`src/design/mspk_pkg.sv`:
```
// Shared types and constants for the MIDI serial to USB-MIDI event packer.
package mspk_pkg;

  // Default number of SysEx chunks between forced flushes (1 to 7).
  localparam int FLUSH_CHUNKS_DEF = 7;

  // Byte values with a fixed meaning.
  localparam logic [7:0] BYTE_SYSEX_START = 8'hF0;
  localparam logic [7:0] BYTE_SONG_POS    = 8'hF2;
  localparam logic [7:0] BYTE_SINGLE_LOW  = 8'hF4;
  localparam logic [7:0] BYTE_SYSEX_END   = 8'hF7;

  // Top three bits of program change / channel pressure (one data byte).
  localparam logic [2:0] STATUS_ONE_DATA  = 3'b110;

  // Code index numbers.
  localparam logic [3:0] CIN_SYSEX        = 4'd4;
  localparam logic [3:0] CIN_SINGLE       = 4'd5;
  localparam logic [3:0] CIN_SYSEX_END2   = 4'd6;
  localparam logic [3:0] CIN_SYSEX_END3   = 4'd7;

  // Slot for the next data byte.
  localparam logic [1:0] PHASE_FIRST      = 2'd1;
  localparam logic [1:0] PHASE_SECOND     = 2'd2;
  localparam logic [1:0] PHASE_THIRD      = 2'd3;

  typedef enum logic [2:0] {
    MODE_IDLE  = 3'd0,
    MODE_ONE   = 3'd2,
    MODE_TWO   = 3'd3,
    MODE_SYSEX = 3'd4
  } mode_t;

  typedef struct packed {
    logic [7:0] rx_byte;
  } in_item_t;

  typedef struct packed {
    logic [3:0] code_index;
    logic [7:0] midi_first;
    logic [7:0] midi_second;
    logic [7:0] midi_third;
    logic       flush;
  } out_item_t;

endpackage

```
`src/design/mspk_in_if.sv`:
```
// Valid/ready channel carrying one received serial MIDI byte per item.
interface mspk_in_if import mspk_pkg::*; ();
  logic     valid;
  logic     ready;
  in_item_t item;

  modport source (output valid, output item, input ready);
  modport sink (input valid, input item, output ready);
endinterface

```
`src/design/mspk_out_if.sv`:
```
// Valid/ready channel carrying one USB-MIDI event packet per item.
interface mspk_out_if import mspk_pkg::*; ();
  logic      valid;
  logic      ready;
  out_item_t item;

  modport source (output valid, output item, input ready);
  modport sink (input valid, input item, output ready);
endinterface

```
`src/design/midi_serial_to_usb_event_packer.sv`:
```
// Top level: MIDI 1.0 serial byte stream to USB-MIDI 1.0 event packet packer.
//
// Usage
//   midi_in : one serial MIDI byte per item (rx_byte).
//   pkt_out : one USB-MIDI event per item: code index (cable 0), three MIDI
//             bytes (unused trailing bytes are zero) and a flush request.
//   A byte produces zero or one event. Status bytes below F4, the first
//   bytes of a message, stray data and stray F7 produce nothing.
// Timing
//   Two register stages: input register, then result register. An event is
//   valid on pkt_out once its byte has passed the input register and the
//   result register. One byte per cycle sustained while the sink is ready.
// Reset
//   rst (synchronous) empties both stages, closes any open message, clears
//   running status and the SysEx chunk count, and puts the slot at byte 2.
// Stall
//   While pkt_out is stalled the held event stays put; one further byte
//   may sit in the input register, after which midi_in.ready drops until
//   the event is taken. Bytes that give no event never wait on the sink
//   once the result register is free.
module midi_serial_to_usb_event_packer
  import mspk_pkg::*;
#(
  parameter int FLUSH_CHUNKS = FLUSH_CHUNKS_DEF
) (
  input  logic        clk,
  input  logic        rst,
  mspk_in_if.sink     midi_in,
  mspk_out_if.source  pkt_out
);

  localparam logic [2:0] FlushCount = 3'(FLUSH_CHUNKS);

  // Input stage.
  logic       s1_valid;
  logic [7:0] s1_byte;

  // Result stage.
  logic       out_valid;
  out_item_t  out_item;

  // Parser state.
  logic [3:0] header_nibble, header_nibble_next;
  logic [7:0] status_byte, status_byte_next;
  logic [7:0] held_data, held_data_next;
  logic [1:0] byte_phase, byte_phase_next;
  mode_t      message_mode, message_mode_next;
  logic [2:0] chunk_count, chunk_count_next;

  logic       out_free;
  logic       advance;
  logic       emit;
  out_item_t  result;

  // Byte classes.
  logic       is_end;
  logic       is_single;
  logic       is_status;
  logic [2:0] chunk_inc;
  logic       chunk_full;

  assign out_free      = !out_valid || pkt_out.ready;
  assign advance       = s1_valid && out_free;
  assign midi_in.ready = !s1_valid || out_free;

  assign is_end     = (s1_byte == BYTE_SYSEX_END);
  assign is_single  = !is_end && (s1_byte >= BYTE_SINGLE_LOW);
  assign is_status  = s1_byte[7] && (s1_byte < BYTE_SINGLE_LOW);
  assign chunk_inc  = chunk_count + 3'd1;
  assign chunk_full = (chunk_inc >= FlushCount);

  // Next parser state.
  always_comb begin
    header_nibble_next = header_nibble;
    status_byte_next   = status_byte;
    held_data_next     = held_data;
    byte_phase_next    = byte_phase;
    message_mode_next  = message_mode;
    chunk_count_next   = chunk_count;
    if (is_end) begin
      message_mode_next = MODE_IDLE;
      if (message_mode == MODE_SYSEX) begin
        chunk_count_next = 3'd0;
        case (byte_phase)
          PHASE_FIRST: begin
            header_nibble_next = CIN_SINGLE;
            status_byte_next   = s1_byte;
            held_data_next     = 8'd0;
          end
          PHASE_SECOND: begin
            header_nibble_next = CIN_SYSEX_END2;
            held_data_next     = s1_byte;
          end
          default: begin
            header_nibble_next = CIN_SYSEX_END3;
          end
        endcase
      end
    end else if (is_single) begin
      message_mode_next  = MODE_IDLE;
      header_nibble_next = CIN_SINGLE;
      status_byte_next   = s1_byte;
      held_data_next     = 8'd0;
    end else if (is_status) begin
      byte_phase_next  = PHASE_SECOND;
      status_byte_next = s1_byte;
      if (s1_byte < BYTE_SYSEX_START) begin
        header_nibble_next = s1_byte[7:4];
        message_mode_next  = (s1_byte[7:5] == STATUS_ONE_DATA) ? MODE_ONE : MODE_TWO;
      end else if (s1_byte == BYTE_SYSEX_START) begin
        message_mode_next  = MODE_SYSEX;
        header_nibble_next = CIN_SYSEX;
      end else if (s1_byte == BYTE_SONG_POS) begin
        message_mode_next  = MODE_TWO;
        header_nibble_next = 4'(MODE_TWO);
      end else begin
        message_mode_next  = MODE_ONE;
        header_nibble_next = 4'(MODE_ONE);
      end
    end else begin
      // data byte
      case (message_mode)
        MODE_SYSEX: begin
          case (byte_phase)
            PHASE_FIRST: begin
              status_byte_next = s1_byte;
              byte_phase_next  = PHASE_SECOND;
            end
            PHASE_SECOND: begin
              held_data_next  = s1_byte;
              byte_phase_next = PHASE_THIRD;
            end
            default: begin
              byte_phase_next  = PHASE_FIRST;
              chunk_count_next = chunk_full ? 3'd0 : chunk_inc;
            end
          endcase
        end
        MODE_TWO: begin
          if (byte_phase == PHASE_SECOND) begin
            held_data_next  = s1_byte;
            byte_phase_next = PHASE_THIRD;
          end else begin
            byte_phase_next = PHASE_SECOND;
          end
        end
        MODE_ONE: begin
          held_data_next = s1_byte;
        end
        default: begin
        end
      endcase
    end
  end

  // Event for the byte in the input register.
  always_comb begin
    emit   = 1'b0;
    result = '{code_index: header_nibble, midi_first: status_byte,
               midi_second: held_data, midi_third: s1_byte, flush: 1'b1};
    if (is_end) begin
      if (message_mode == MODE_SYSEX) begin
        emit = 1'b1;
        case (byte_phase)
          PHASE_FIRST: begin
            result = '{code_index: CIN_SINGLE, midi_first: s1_byte,
                       midi_second: 8'd0, midi_third: 8'd0, flush: 1'b1};
          end
          PHASE_SECOND: begin
            result = '{code_index: CIN_SYSEX_END2, midi_first: status_byte,
                       midi_second: s1_byte, midi_third: 8'd0, flush: 1'b1};
          end
          default: begin
            result.code_index = CIN_SYSEX_END3;
          end
        endcase
      end
    end else if (is_single) begin
      emit   = 1'b1;
      result = '{code_index: CIN_SINGLE, midi_first: s1_byte,
                 midi_second: 8'd0, midi_third: 8'd0, flush: 1'b1};
    end else if (!is_status) begin
      case (message_mode)
        MODE_SYSEX: begin
          if (byte_phase != PHASE_FIRST && byte_phase != PHASE_SECOND) begin
            emit         = 1'b1;
            result.flush = chunk_full;
          end
        end
        MODE_TWO: begin
          emit = (byte_phase != PHASE_SECOND);
        end
        MODE_ONE: begin
          emit               = 1'b1;
          result.midi_second = s1_byte;
          result.midi_third  = 8'd0;
        end
        default: begin
        end
      endcase
    end
  end

  // Control and parser state.
  always_ff @(posedge clk) begin
    if (rst) begin
      s1_valid      <= 1'b0;
      out_valid     <= 1'b0;
      header_nibble <= 4'd0;
      status_byte   <= 8'd0;
      held_data     <= 8'd0;
      byte_phase    <= PHASE_SECOND;
      message_mode  <= MODE_IDLE;
      chunk_count   <= 3'd0;
    end else begin
      if (midi_in.ready) begin
        s1_valid <= midi_in.valid;
      end
      if (out_free) begin
        out_valid <= advance && emit;
      end
      if (advance) begin
        header_nibble <= header_nibble_next;
        status_byte   <= status_byte_next;
        held_data     <= held_data_next;
        byte_phase    <= byte_phase_next;
        message_mode  <= message_mode_next;
        chunk_count   <= chunk_count_next;
      end
    end
  end

  // Payload registers.
  always_ff @(posedge clk) begin
    if (midi_in.ready) begin
      s1_byte <= midi_in.item.rx_byte;
    end
    if (advance) begin
      out_item <= result;
    end
  end

  assign pkt_out.valid = out_valid;
  assign pkt_out.item  = out_item;

  // The chunk count restarts before it reaches the flush threshold.
  a_chunk_below_limit: assert property (@(posedge clk) disable iff (rst)
    chunk_count < FlushCount)
    else $error("SysEx chunk count reached flush threshold");

  // The slot code for "none" is never stored.
  a_phase_nonzero: assert property (@(posedge clk) disable iff (rst)
    byte_phase != 2'd0)
    else $error("byte slot code zero reached");

  // An open SysEx always carries the SysEx chunk header.
  a_sysex_header: assert property (@(posedge clk) disable iff (rst)
    message_mode == MODE_SYSEX |-> header_nibble == CIN_SYSEX)
    else $error("SysEx open without SysEx header");

  // Only plain SysEx chunks may go out without a flush request.
  a_flush_rule: assert property (@(posedge clk) disable iff (rst)
    out_valid && !out_item.flush |-> out_item.code_index == CIN_SYSEX)
    else $error("non-chunk event without flush");

endmodule

```
`src/flat_wrapper.sv`:
```
// flat-port wrapper written by rule: the top's interface ports become plain ports
module midi_serial_to_usb_event_packer_flat import mspk_pkg::*;
#(
  parameter int FLUSH_CHUNKS = FLUSH_CHUNKS_DEF
)
  (clk, rst, midi_in_valid, midi_in_item, midi_in_ready, pkt_out_valid, pkt_out_item, pkt_out_ready);
  mspk_in_if midi_in_i ();
  mspk_out_if pkt_out_i ();
  input  logic clk;
  input  logic rst;
  input wire logic [$bits(midi_in_i.valid)-1:0] midi_in_valid;
  input wire logic [$bits(midi_in_i.item)-1:0] midi_in_item;
  output wire logic [$bits(midi_in_i.ready)-1:0] midi_in_ready;
  output wire logic [$bits(pkt_out_i.valid)-1:0] pkt_out_valid;
  output wire logic [$bits(pkt_out_i.item)-1:0] pkt_out_item;
  input wire logic [$bits(pkt_out_i.ready)-1:0] pkt_out_ready;
  assign midi_in_i.valid = midi_in_valid;
  assign midi_in_i.item = midi_in_item;
  assign midi_in_ready = midi_in_i.ready;
  assign pkt_out_valid = pkt_out_i.valid;
  assign pkt_out_item = pkt_out_i.item;
  assign pkt_out_i.ready = pkt_out_ready;
  midi_serial_to_usb_event_packer #(.FLUSH_CHUNKS(FLUSH_CHUNKS)) u_core (.clk(clk), .rst(rst), .midi_in(midi_in_i), .pkt_out(pkt_out_i));
endmodule
```
`config.mk`:
```
export PLATFORM = sky130hd
export DESIGN_NAME = midi_serial_to_usb_event_packer_flat
export DESIGN_NICKNAME = d
export VERILOG_FILES = /design/src/design/mspk_pkg.sv /design/src/design/mspk_in_if.sv /design/src/design/mspk_out_if.sv /design/src/design/midi_serial_to_usb_event_packer.sv /design/src/flat_wrapper.sv
export SDC_FILE = /design/constraint.sdc
export NUM_CORES = 1
export LEC_CHECK = 0
export BUFFER_PORTS_ARGS = -buffer_cell sky130_fd_sc_hd__buf_4
export CAP_MARGIN = 5
export CORE_MARGIN = 2
export CORE_UTILIZATION = 61
export CTS_CLUSTER_SIZE = 12
export DETAILED_ROUTE_END_ITERATION = 6
export PLACE_DENSITY = 0.84
export SYNTH_ARGS = -nofsm -noshare
export SYNTH_HDL_FRONTEND = slang
export SYNTH_SLANG_ARGS = --single-unit
```
`constraint.sdc`:
```
create_clock -name clk -period 5.5 [get_ports clk]
set_input_delay 0.275 -clock clk [delete_from_list [all_inputs] [get_ports clk]]
set_output_delay 0.275 -clock clk [all_outputs]
set_load 0.02 [all_outputs]
```
---- After elaboration in Yosys (flattened, before gate mapping) ----
Index checks and enable logic that the tools add are counted.
operators by class
  add/sub/neg operators ................... 1
  multiply operators ...................... 0
  div/mod/pow operators ................... 0
  $lt $le $gt $ge ......................... 4
  eq/ne operators ......................... 18
  shifts and indexed selects .............. 0
  mux-type cells .......................... 53
  bitwise operators ....................... 2
  reductions and logical operators ........ 21
operators by type and width
  kind                                                    number
  two-way mux 8 bit                                       10
  two-way mux 29 bit                                      2
  one-hot mux 25 bit (2 select lines)                     1
  two-way mux 3 bit                                       12
  two-way mux 17 bit                                      2
  one-hot mux 8 bit (2 select lines)                      2
  == test 8 bit (second input constant)                   3
  two-way mux 4 bit                                       6
  < comparator 8 bit (second input constant)              2
  two-way mux 16 bit                                      1
  two-way mux 12 bit                                      1
  one-hot mux 2 bit (2 select lines)                      3
  AND reduction 6 bit                                     2
  two-way mux 1 bit                                       11
  nonzero test 3 bit                                      3
  >= comparator 8 bit (second input constant)             1
  inequality test 2 x 1 -> 1 bit (second input constant)  4
  == test 3 x 2 -> 1 bit (second input constant)          2
  == test 3 bit (second input constant)                   2
  logical AND 1 bit                                       5
  inequality test 2 bit (second input constant)           2
  inequality test 4 x 1 -> 1 bit (second input constant)  1
  AND reduction 4 bit                                     1
  nonzero test 4 bit                                      1
  14 further kinds                                        19
word-level totals
  flip-flop bits (word level) ............. 67
  bits in latches ......................... 0
  memory bits (writable) .................. 0
  ROM bits ................................ 0
  bits of input ports ..................... 12
  output and inout port bits .............. 31
  word-level logic and storage cells ...... 113
  memories kept ........................... 0

---- Logic depth before layout (Yosys ltp) ----
Gate-level depths: netlist of run 1.
  depth in word-level cells ............... 8
  depth in mapped cells ................... 7
  depth with buffers taken out ............ 6

---- Worst setup path after synthesis of run 1 ----
Ideal clock, no wire load.
  kind .................................... register to register
  from .................................... reg u_core.byte_phase[0]
  to ...................................... reg u_core.out_item (netlist bit u_core.pkt_out.item[14]) (data pin)
  library setup time ...................... 256 ps
  arrival time ............................ 1,922 ps
  required time ........................... 5,244 ps
  path slack .............................. 3,321 ps
  cell stages (with the launch flop) ...... 7
  cells stage by stage .................... dfxtp_1 -> inv_1 -> ha_1 -> or4b_1 -> a211oi_1 -> nor2_1 -> a22o_1
RTL lines
  element                 line                                    RTL
  from (decl)             midi_serial_to_usb_event_packer.sv:46   logic [1:0] byte_phase, byte_phase_next;
  from (signal assigned)  midi_serial_to_usb_event_packer.sv:226  byte_phase <= byte_phase_next;
  to (signal assigned)    midi_serial_to_usb_event_packer.sv:239  out_item <= result;
  to (decl)               midi_serial_to_usb_event_packer.sv:40   out_item_t out_item;

==> results.txt, run 1 <==
Skew-Pair Late Insertion Delay - 340 ps
Layout cells sized above 1 - 0.199
Initial antenna violation count - 0
CTS Buffer Depth - 2
Fmax - 416 MHz
Sw Share - 0.239
Most frequent cells in the layout - buf_4, edfxtp_1, dfxtp_1
Critical path peak fanout - 7
Worst-path clk slew - 70 ps
Cell Area, Synth - 0.00318 mm²
RSZ-0062 raised after global routing - no
Starting density of the core - 0.627
DP Area - 0.00350 mm²
Drt drc - 0
Area delta synth->final - 15.7%
Post-CTS Repair Setup Buffers - 0
Clock power share - 0.369
Internal power consumption - 0.000795 W
Gr usage total - 0.252
Net Switching - 0.000250 W
Slew HR - 0.331
Delay-heaviest family, CP - simple AND/OR/NAND/NOR gates
Total of warnings raised by yosys - 0
Slew Viols, Final - 0
Setup TNS after final layout - 0 ps
Power Density - 284 mW/mm²
Crit path launch type - flip-flop
Number of global-route vias before repair - 2458
Design Area, Final - 0.00368 mm²
ANT cells - 0
Gpl congestion - 0.964
Die area - 0.00581 mm²
Fin Clk Skew - 6.13 ps
Combinational fraction of design power - 0.087
CP arrival - 2500 ps
Root cell of the clock tree - clkbuf_8
Hold-fix buffers, CTS - 0
Gr busiest metal - met2
Worst path max stage delay - 570 ps
Final wirelength - 6820 µm
Detailed-route via count - 2502
Wire length of the first global-routing pass - 11500 µm
CP endpoint kind - flip-flop
Total global routing overflow - 0
Crit Path Category - reg2reg
H-tree depth - 3
Max-Cap Viols - 0
PortBufs - 42
Post-DP HPWL - 4590 µm
Most common cell after layout, fill and taps aside - buf_4
Post-CTS Resized - 0
IO Pins - 43
Grt met2 use - 0.372
CP max-delay cell - or4b_1
Tightest Pin Transition - 989 ps
DRT Pass-1 Iters - 5
Shortest period the worst path allows - 2400 ps
Run status - completed
Maximum vdd drop - 0.231 mV
Post-DRT Antenna Nets - 0
Syn_area_per_cell - 10.9 µm²
Leak - 1.44 nW
Period utilization - 0.437
Iteration-0 DRC count of the detailed router - 301
Seq/Total Area, Yosys - 0.538
Mapped Nets - 307
Site row count - 26
Met1 Resource Use GR - 0.338
Clock net sink count - 67
Share of flip-flops with an asynchronous set or reset - 0
FF+latch count, synth - 67
Count of final setup violators - 0
GR Layer Usage met3 - 0.0438
CP cell instances - inv_1, ha_1, or4b_1, a211oi_1, nor2_1, a22o_1
Most common flop cell mapped by yosys - edfxtp_1
CTS tree - done
Mapped Cells - 291
Core Footprint - 0.00507 mm²
Wirelength per Cell - 17.0 µm
Largest net degree at the start of global routing - 47
Cell variety after synth - 55
Die width - 76.3 µm
Num CTS Buffers - 9
Tightest Hold Check Type - in2reg
Buf/Inv on CP - 1
Final nets - 343
Fill cell count - 379
Die Span Y - 76.3 µm
Number of flops mapped to enable cells by yosys - 37
Required @ worst endpoint - 5600 ps
Via density per instance - 6.22
Part of the power in registers - 0.544
Final hold violation count - 0
## state kept, by name, summed over array words and instances (netlist names)
signal,flops
u_core.header_nibble,4
u_core.status_byte,8
u_core.s1_byte,8
u_core.pkt_out.item,29
u_core.chunk_count,3
u_core.s1_valid,1
u_core.pkt_out.valid,1
u_core.byte_phase,2
u_core.message_mode,3
u_core.held_data,8
## routing by layer
metal / up-vias / part of all wire
li1: 1160 / -
met1: 1156 / 0.44
met2: 154 / 0.44
met3: 32 / 0.085
met4: 0 / 0.039
met5: - / 0
## power groups by stage
stage / clock network, W / logic [W] / registers, W
2_1_floorplan: 0 / 0.0000553 / 0.000580
3_3_place_gp: 0 / 0.0000890 / 0.000577
3_5_place_dp: 0 / 0.0000902 / 0.000578
4_1_cts: 0.000390 / 0.0000903 / 0.000567
5_1_grt: 0.000407 / 0.0000984 / 0.000571
6_report: 0.000386 / 0.0000906 / 0.000568
## final timing paths
check | startpoint | endpoint | slack, ps | cells after the start
worst max register to register | u_core.byte_phase[0] | u_core.pkt_out.item[9] | 3100 | 6
worst min-delay path | midi_in_item[2] | u_core.s1_byte[2] | 110 | 1
worst max-delay path | u_core.byte_phase[0] | u_core.pkt_out.item[9] | 3100 | 6
worst min register to register | u_core.status_byte[7] | u_core.status_byte[7] | 470 | 1
## per-stage QoR
step                setup slack (ps)  total power [W]  hold WS [ps]  instances   util
floorplan                       3320         0.000635           374        291      -
global placement                3170         0.000666           453        386  0.690
detailed placement              3120         0.000668           454        386  0.690
CTS                             3110          0.00105          89.5        402  0.726
global route                    2970          0.00108          95.2        402  0.726
finish                          3100          0.00104           107        402  0.726
## cell families (layout without fill, tap and decap cells)
logic type	after synthesis	after routing	share of synthesized area
multiplexers	15	15	0.0475
adder cells (fa/ha/maj)	4	4	0.0157
flip-flops	67	67	0.538
XOR/XNOR	1	1	0.00275
buffers and inverters	26	67	0.0389
AO/OA/AOI/OAI	77	77	0.169
AND/OR/NAND/NOR	101	101	0.188
## worst register-to-register path, stage by stage, from the launching register on
cell	delay, ps
dfxtp_1	360
inv_1	50
ha_1	360
or4b_1	570
a211oi_1	320
nor2_1	180
a22o_1	310
## Yosys cell counts (2+ instances only)
| master | instances | share of area |
|---|---|---|
| nand3_1 | 6 | 0.0094 |
| a22o_1 | 10 | 0.028 |
| mux2i_1 | 14 | 0.044 |
| or4b_2 | 2 | 0.0063 |
| dfxtp_1 | 30 | 0.19 |
| a211o_1 | 3 | 0.0083 |
| nand2_1 | 16 | 0.019 |
| buf_6 | 2 | 0.0071 |
| inv_1 | 8 | 0.0094 |
| nor2_1 | 14 | 0.017 |
| nand2b_1 | 23 | 0.045 |
| o2111ai_1 | 2 | 0.0055 |
| nor2b_1 | 3 | 0.0059 |
| o21ai_0 | 15 | 0.024 |
| nand4_1 | 3 | 0.0059 |
| buf_2 | 6 | 0.0094 |
| or2_2 | 2 | 0.0039 |
| ha_1 | 4 | 0.016 |
| nand3b_1 | 9 | 0.021 |
| edfxtp_1 | 37 | 0.35 |
| clkbuf_1 | 9 | 0.011 |
| a21o_1 | 11 | 0.026 |
| a32o_1 | 2 | 0.0063 |
| a21oi_1 | 18 | 0.028 |
| nor3_1 | 9 | 0.014 |
| nor4bb_1 | 2 | 0.0063 |
| a22oi_1 | 2 | 0.0047 |
| a311oi_1 | 2 | 0.0055 |
## final cells by class
| cell class | instances | area (µm²) | area share |
|---|---|---|---|
| clock buffer | 10 | 128 | 0.0346 |
| clock inverter | 6 | 56.3 | 0.0153 |
| inverter | 8 | 30.0 | 0.00815 |
| multi-input combinational | 198 | 1350 | 0.366 |
| sequential | 67 | 1710 | 0.465 |
| tap | 70 | 87.6 | 0.0238 |
| timing repair buffer | 43 | 323 | 0.0876 |
Power figures use the tool's default switching activity.
==> run 2: changes to the inputs <==
--- a/config.mk
+++ b/config.mk
@@ -5,13 +5,14 @@
 export SDC_FILE = /design/constraint.sdc
 export NUM_CORES = 1
 export LEC_CHECK = 0
+export ABC_AREA = 1
 export BUFFER_PORTS_ARGS = -buffer_cell sky130_fd_sc_hd__buf_4
 export CAP_MARGIN = 5
 export CORE_MARGIN = 2
-export CORE_UTILIZATION = 61
+export CORE_UTILIZATION = 52
 export CTS_CLUSTER_SIZE = 12
 export DETAILED_ROUTE_END_ITERATION = 6
-export PLACE_DENSITY = 0.84
+export PLACE_DENSITY = 0.76
 export SYNTH_ARGS = -nofsm -noshare
 export SYNTH_HDL_FRONTEND = slang
 export SYNTH_SLANG_ARGS = --single-unit
==> constraint.sdc (replaced) <==
create_clock -name clk -period 2 [get_ports clk]
set_input_delay 0.1 -clock clk [delete_from_list [all_inputs] [get_ports clk]]
set_output_delay 0.1 -clock clk [all_outputs]
set_load 0.02 [all_outputs]
==> results.txt, run 2 <==
Final wirelength - 7880 µm
ANT cells - 0
Crit Path Category - reg2reg
Seq/Total Area, Yosys - 0.521
Mapped Nets - 420
Count of final setup violators - 0
Fill cell count - 500
Most frequent CP cell - nand2_1
Cell Area, Synth - 0.00328 mm²
Required @ worst endpoint - 2100 ps
Net Switching - 0.000744 W
Number of flops mapped to enable cells by yosys - 37
FF+latch count, synth - 67
Yosys top cell area share - 0.338
Setup TNS after final layout - 0 ps
Design Area, Final - 0.00408 mm²
Buf/Inv on CP - 2
Fin Clk Skew - 10.4 ps
Internal power consumption - 0.00247 W
Share of flip-flops with an asynchronous set or reset - 0
Crit path launch type - flip-flop
CP max-delay cell - edfxtp_1
Root cell of the clock tree - clkbuf_8
Number of global-route vias before repair - 2795
Gpl congestion - 0.913
CTS tree - done
Period utilization - 0.928
Syn_area_per_cell - 8.13 µm²
Sw Share - 0.231
Tightest Hold Check Type - in2reg
DP Area - 0.00374 mm²
Area contributors post-synth - edfxtp_1, dfxtp_1, nand2_1
Slew Viols, Final - 0
Detailed-route via count - 2952
Area delta synth->final - 24.2%
H-tree depth - 3
Largest register FFs - 29
CP arrival - 1950 ps
Wire length of the first global-routing pass - 13300 µm
CP cell instances - nand2_1, nor2_8, nand2_2, inv_1, nand2_1, nor2_1, buf_4, a21oi_1, o21ai_0
Commonest cells post-synth - nand2_1, inv_1, nor2_1
Part of the power in registers - 0.482
Clock power share - 0.412
Fmax - 539 MHz
Most common cell after layout, fill and taps aside - nand2_1
Initial antenna violation count - 0
Num CTS Buffers - 9
Starting density of the core - 0.545
Site row count - 28
Worst-path clk slew - 70 ps
Skew-Pair Late Insertion Delay - 360 ps
Iteration-0 DRC count of the detailed router - 216
Run status - completed
Via density per instance - 5.37
Delay-heaviest family, CP - simple AND/OR/NAND/NOR gates
Mapped Cells - 404
Shortest period the worst path allows - 1860 ps
CP endpoint kind - flip-flop
Die area - 0.00697 mm²
Multi-input gate area - 0.00133 mm²
Max-Cap Viols - 0
Wirelength per Cell - 14.3 µm
Gr usage total - 0.241
Clock net sink count - 67
Total global routing overflow - 0
Critical path peak fanout - 9
Die Span Y - 83.5 µm
Storage cell area - 0.00171 mm²
Final nets - 486
DRT Pass-1 Iters - 5
Most common cell in the netlist - nand2_1
Top cell type by total area after synthesis - edfxtp_1
Worst hold path stage count - 4
Reg2Reg Depth - 9
Combinational fraction of design power - 0.106
Die width - 83.5 µm
Leak - 1.90 nW
Total of warnings raised by yosys - 0
Post-DP HPWL - 5650 µm
Drt drc - 0
Largest net degree at the start of global routing - 28
Most frequent cells in the layout - nand2_1, buf_4, inv_1, nor2_1, edfxtp_1
IO Pins - 43
PortBufs - 42
Tightest Pin Transition - 537 ps
Post-DRT Antenna Nets - 0
Layout cells sized above 1 - 0.181
Maximum vdd drop - 0.549 mV
Cell variety after synth - 31
Core Footprint - 0.00603 mm²
CTS Buffer Depth - 2
RSZ-0062 raised after global routing - no
Power Density - 789 mW/mm²
Hold WS - 36.1 ps
Final hold violation count - 0
Post-CTS Repair Setup Buffers - 0
Slew HR - 0.642
Worst path max stage delay - 430 ps
Stages on the worst setup path - 9
Most common flop cell mapped by yosys - edfxtp_1
-- run 2: cell count changes after synthesis, sizes merged, moves of 8 or more --
| cell | change |
|---|---|
| o21ai | +16 |
| nor2 | +42 |
| nand2 | +89 |
| mux2i | -14 |
| a22o | -10 |
| nand3 | +11 |
| a21oi | +12 |
| inv | +46 |
| a21o | -11 |
| nand2b | -23 |
| nand3b | -8 |
-- run 2: area by class of cell --
cell class / count / area share
Sequential cell: 67 / 0.420
Clock inverter: 5 / 0.0249
Clock buffer: 11 / 0.0322
Tap cell: 75 / 0.0230
Multi-Input combinational cell: 273 / 0.326
Timing Repair Buffer: 64 / 0.123
Inverter: 55 / 0.0509
-- run 2: cells by family after synthesis --
group	synth area share
DFF	0.521
adders and majority gates	0.0152
xor gates and xnor gates	0.00267
buffers and inverters	0.0793
AOI/OAI and AO/OA	0.134
and+or+nand+nor	0.247
-- run 2: stage by stage --
stage	instances	setup slack (ps)	total power, W	utilization
2_1_floorplan	404	242	0.00178	-
5_1_grt	550	4.52	0.00334	0.677
6_report	550	145	0.00322	0.677
3_3_place_gp	525	35.0	0.00190	0.620
4_1_cts	550	64.8	0.00323	0.674
3_5_place_dp	525	80.3	0.00190	0.620
-- run 2: power groups by stage --
| stage | Combinational, W | Sequential, W | Clock [W] |
|---|---|---|---|
| 4_1_cts | 0.000339 | 0.00155 | 0.00134 |
| 3_5_place_dp | 0.000323 | 0.00158 | 0 |
| 6_report | 0.000341 | 0.00155 | 0.00133 |
| 5_1_grt | 0.000377 | 0.00156 | 0.00141 |
| 2_1_floorplan | 0.000171 | 0.00161 | 0 |
| 3_3_place_gp | 0.000318 | 0.00158 | 0 |
-- run 2: routing by layer --
layer  share of wire  track usage  up-vias
met1            0.42        0.308     1343
met3           0.080       0.0534       14
met2            0.48        0.389      141
met5               0            0        -
met4           0.022        0.116        0
li1                -            -     1454
-- run 2: what timing repair did --
action,in CTS,in global routing
setup endpoints to repair,0,23
resized for setup,0,5
hold endpoints to repair,9,0
hold buffers,9,0
-- run 2: path summary, 6_finish.rpt --
check	start	end	slack (ps)
worst max-delay path	u_core.s1_byte[5]	u_core.pkt_out.item[13]	140
worst min-delay path	pkt_out_ready	u_core.pkt_out.valid	40
worst max register to register	u_core.s1_byte[5]	u_core.pkt_out.item[13]	140
worst min register to register	u_core.status_byte[4]	u_core.status_byte[4]	470
-- run 2: worst reg2reg max path, stage by stage, from the launching register on --
cell and delay (ps):
edfxtp_1 430, nand2_1 190, nor2_8 80, nand2_2 140, inv_1 90, nand2_1 210, nor2_1 80, buf_4 160
a21oi_1 120, o21ai_0 110
==> run 3: changes to the inputs <==
--- a/config.mk
+++ b/config.mk
@@ -9,10 +9,11 @@
 export BUFFER_PORTS_ARGS = -buffer_cell sky130_fd_sc_hd__buf_4
 export CAP_MARGIN = 5
 export CORE_MARGIN = 2
-export CORE_UTILIZATION = 52
+export CORE_UTILIZATION = 57
+export CTS_CLUSTER_DIAMETER = 150
 export CTS_CLUSTER_SIZE = 12
 export DETAILED_ROUTE_END_ITERATION = 6
-export PLACE_DENSITY = 0.76
+export PLACE_DENSITY = 0.79
 export SYNTH_ARGS = -nofsm -noshare
 export SYNTH_HDL_FRONTEND = slang
 export SYNTH_SLANG_ARGS = --single-unit
==> constraint.sdc (replaced) <==
create_clock -name clk -period 1.8 [get_ports clk]
set_input_delay 0.09 -clock clk [delete_from_list [all_inputs] [get_ports clk]]
set_output_delay 0.09 -clock clk [all_outputs]
set_load 0.02 [all_outputs]
==> results.txt, run 3 (synthesis gave the netlist of run 2 again) <==
Crit Path Category - reg2reg
Critical path startpoint - u_core.byte_phase[0]
Critical path peak fanout - 16
Non-Filler Instances - 565
Power Density - 769 mW/mm²
R2R Path End - u_core.held_data[2]
CTS tree - done
Hold WS - 29.1 ps
Drt drc - 0
Initial antenna violation count - 0
Leak - 1.95 nW
Core Footprint - 0.00554 mm²
Largest net degree at the start of global routing - 28
Largest register FFs - 29
PortBufs - 42
DRT Pass-1 Iters - 5
Count of final setup violators - 0
Slew HR - 0.681
Hold Crit Start - pkt_out_ready
Via density per instance - 5.41
Post-DP HPWL - 5720 µm
Worst hold path stage count - 4
Die Span Y - 79.9 µm
Worst-path clk slew - 70 ps
Fmax - 581 MHz
Area delta synth->final - 26.1%
Period utilization - 0.957
IO Pins - 43
Hold endpoint - u_core.pkt_out.valid
Total global routing overflow - 0
Gpl congestion - 0.958
DP Cell Count - 537
Site row count - 27
Die width - 79.9 µm
Required @ worst endpoint - 2090 ps
Shortest period the worst path allows - 1720 ps
Internal reg-to-reg setup slack - 80 ps
CP arrival - 2010 ps
Fin Clk Skew - 11.6 ps
Iteration-0 DRC count of the detailed router - 327
Crit path launch type - flip-flop
FF-to-FF Start - u_core.byte_phase[0]
RSZ-0062 raised after global routing - yes
Wirelength per Cell - 14.2 µm
CP endpoint kind - flip-flop
Maximum vdd drop - 0.614 mV
Post-DRT Antenna Nets - 0
Most common cell after layout, fill and taps aside - nand2_1
Layout cells sized above 1 - 0.219
Most frequent cells in the layout - nand2_1, buf_4, nor2_1
Num CTS Buffers - 9
H-tree depth - 3
Final nets - 504
Slew Viols, Final - 0
Gr usage total - 0.271
Final wirelength - 8050 µm
Root cell of the clock tree - clkbuf_8
ANT cells - 0
Number of global-route vias before repair - 2849
Final hold violation count - 0
Clock net sink count - 67
Die area - 0.00638 mm²
Max-Cap Viols - 0
Wire length of the first global-routing pass - 13100 µm
Detailed-route via count - 3055
Skew-Pair Late Insertion Delay - 350 ps
Starting density of the core - 0.593
Tightest Hold Check Type - in2reg
Run status - completed
CTS Buffer Depth - 2
Tightest Pin Transition - 477 ps
Reg2Reg Depth - 11
[run 3: metrics by stage]
stage          instance area, µm²  power [W]  setup slack [ps]  utilization  setup TNS, ps
3_5_place_dp                 3850    0.00213             -32.8        0.694          -99.1
4_1_cts                      4100    0.00318              23.6        0.741              0
3_3_place_gp                 3850    0.00212              73.3        0.694              0
2_1_floorplan                3280    0.00198              42.2            -              0
6_report                     4140    0.00319              77.9        0.748              0
5_1_grt                      4140    0.00331             -13.2        0.748          -32.2
[run 3: how the worst max path moves through the flow]
stage	to	depth (start not counted)	slack, ps
detailed placement	u_core.pkt_out.item[14]	8	-30
floorplan	u_core.held_data[1]	10	40
global placement	u_core.pkt_out.item[14]	8	70
CTS	u_core.pkt_out.item[21]	8	20
finish	u_core.held_data[2]	11	80
global route	u_core.pkt_out.item[27]	8	-10
[run 3: critical path: stages, from the launching register on]
cell and delay (ps):
dfxtp_1 360, inv_1 50, ha_1 290, inv_2 90, nand3_2 110, nand3_2 140, nand2_1 100, nor2_4 120
nand2_4 130, nand2_1 110, nand2_1 60, nor2_1 100
[run 3: repair_timing]
| action | CTS | global route |
|---|---|---|
| resized for setup | 1 | 8 |
| buffers inserted | 0 | 3 |
| endpoints found under the setup margin | 12 | 22 |
| hold buffers | 9 | 0 |
| endpoints found under the hold margin | 9 | 0 |
| pin swaps | 0 | 1 |
[run 3: power by group]
part | internal (W) | total [W] | leakage, nW | switching [W]
Combinational | 0.000162 | 0.000403 | 1.26 | 0.000241
Sequential | 0.00169 | 0.00172 | 0.603 | 0.0000342
Clock | 0.000524 | 0.00106 | 0.0852 | 0.000538
[run 3: final cells by class]
type | count | area [µm²]
sequential | 67 | 1710
multi-input combinational | 273 | 1330
tap | 72 | 90.1
clock buffer | 12 | 145
inverter | 55 | 208
fill | 420 | 1400
clock inverter | 4 | 17.5
timing repair buffer | 82 | 638
[run 3: routing by layer]
layer | share of wire | GRT usage | vias to the layer above
li1 | - | - | 1488
met1 | 0.40 | 0.343 | 1411
met2 | 0.50 | 0.445 | 135
met3 | 0.076 | 0.0769 | 21
met4 | 0.022 | 0.0966 | 0
met5 | 0 | 0 | -
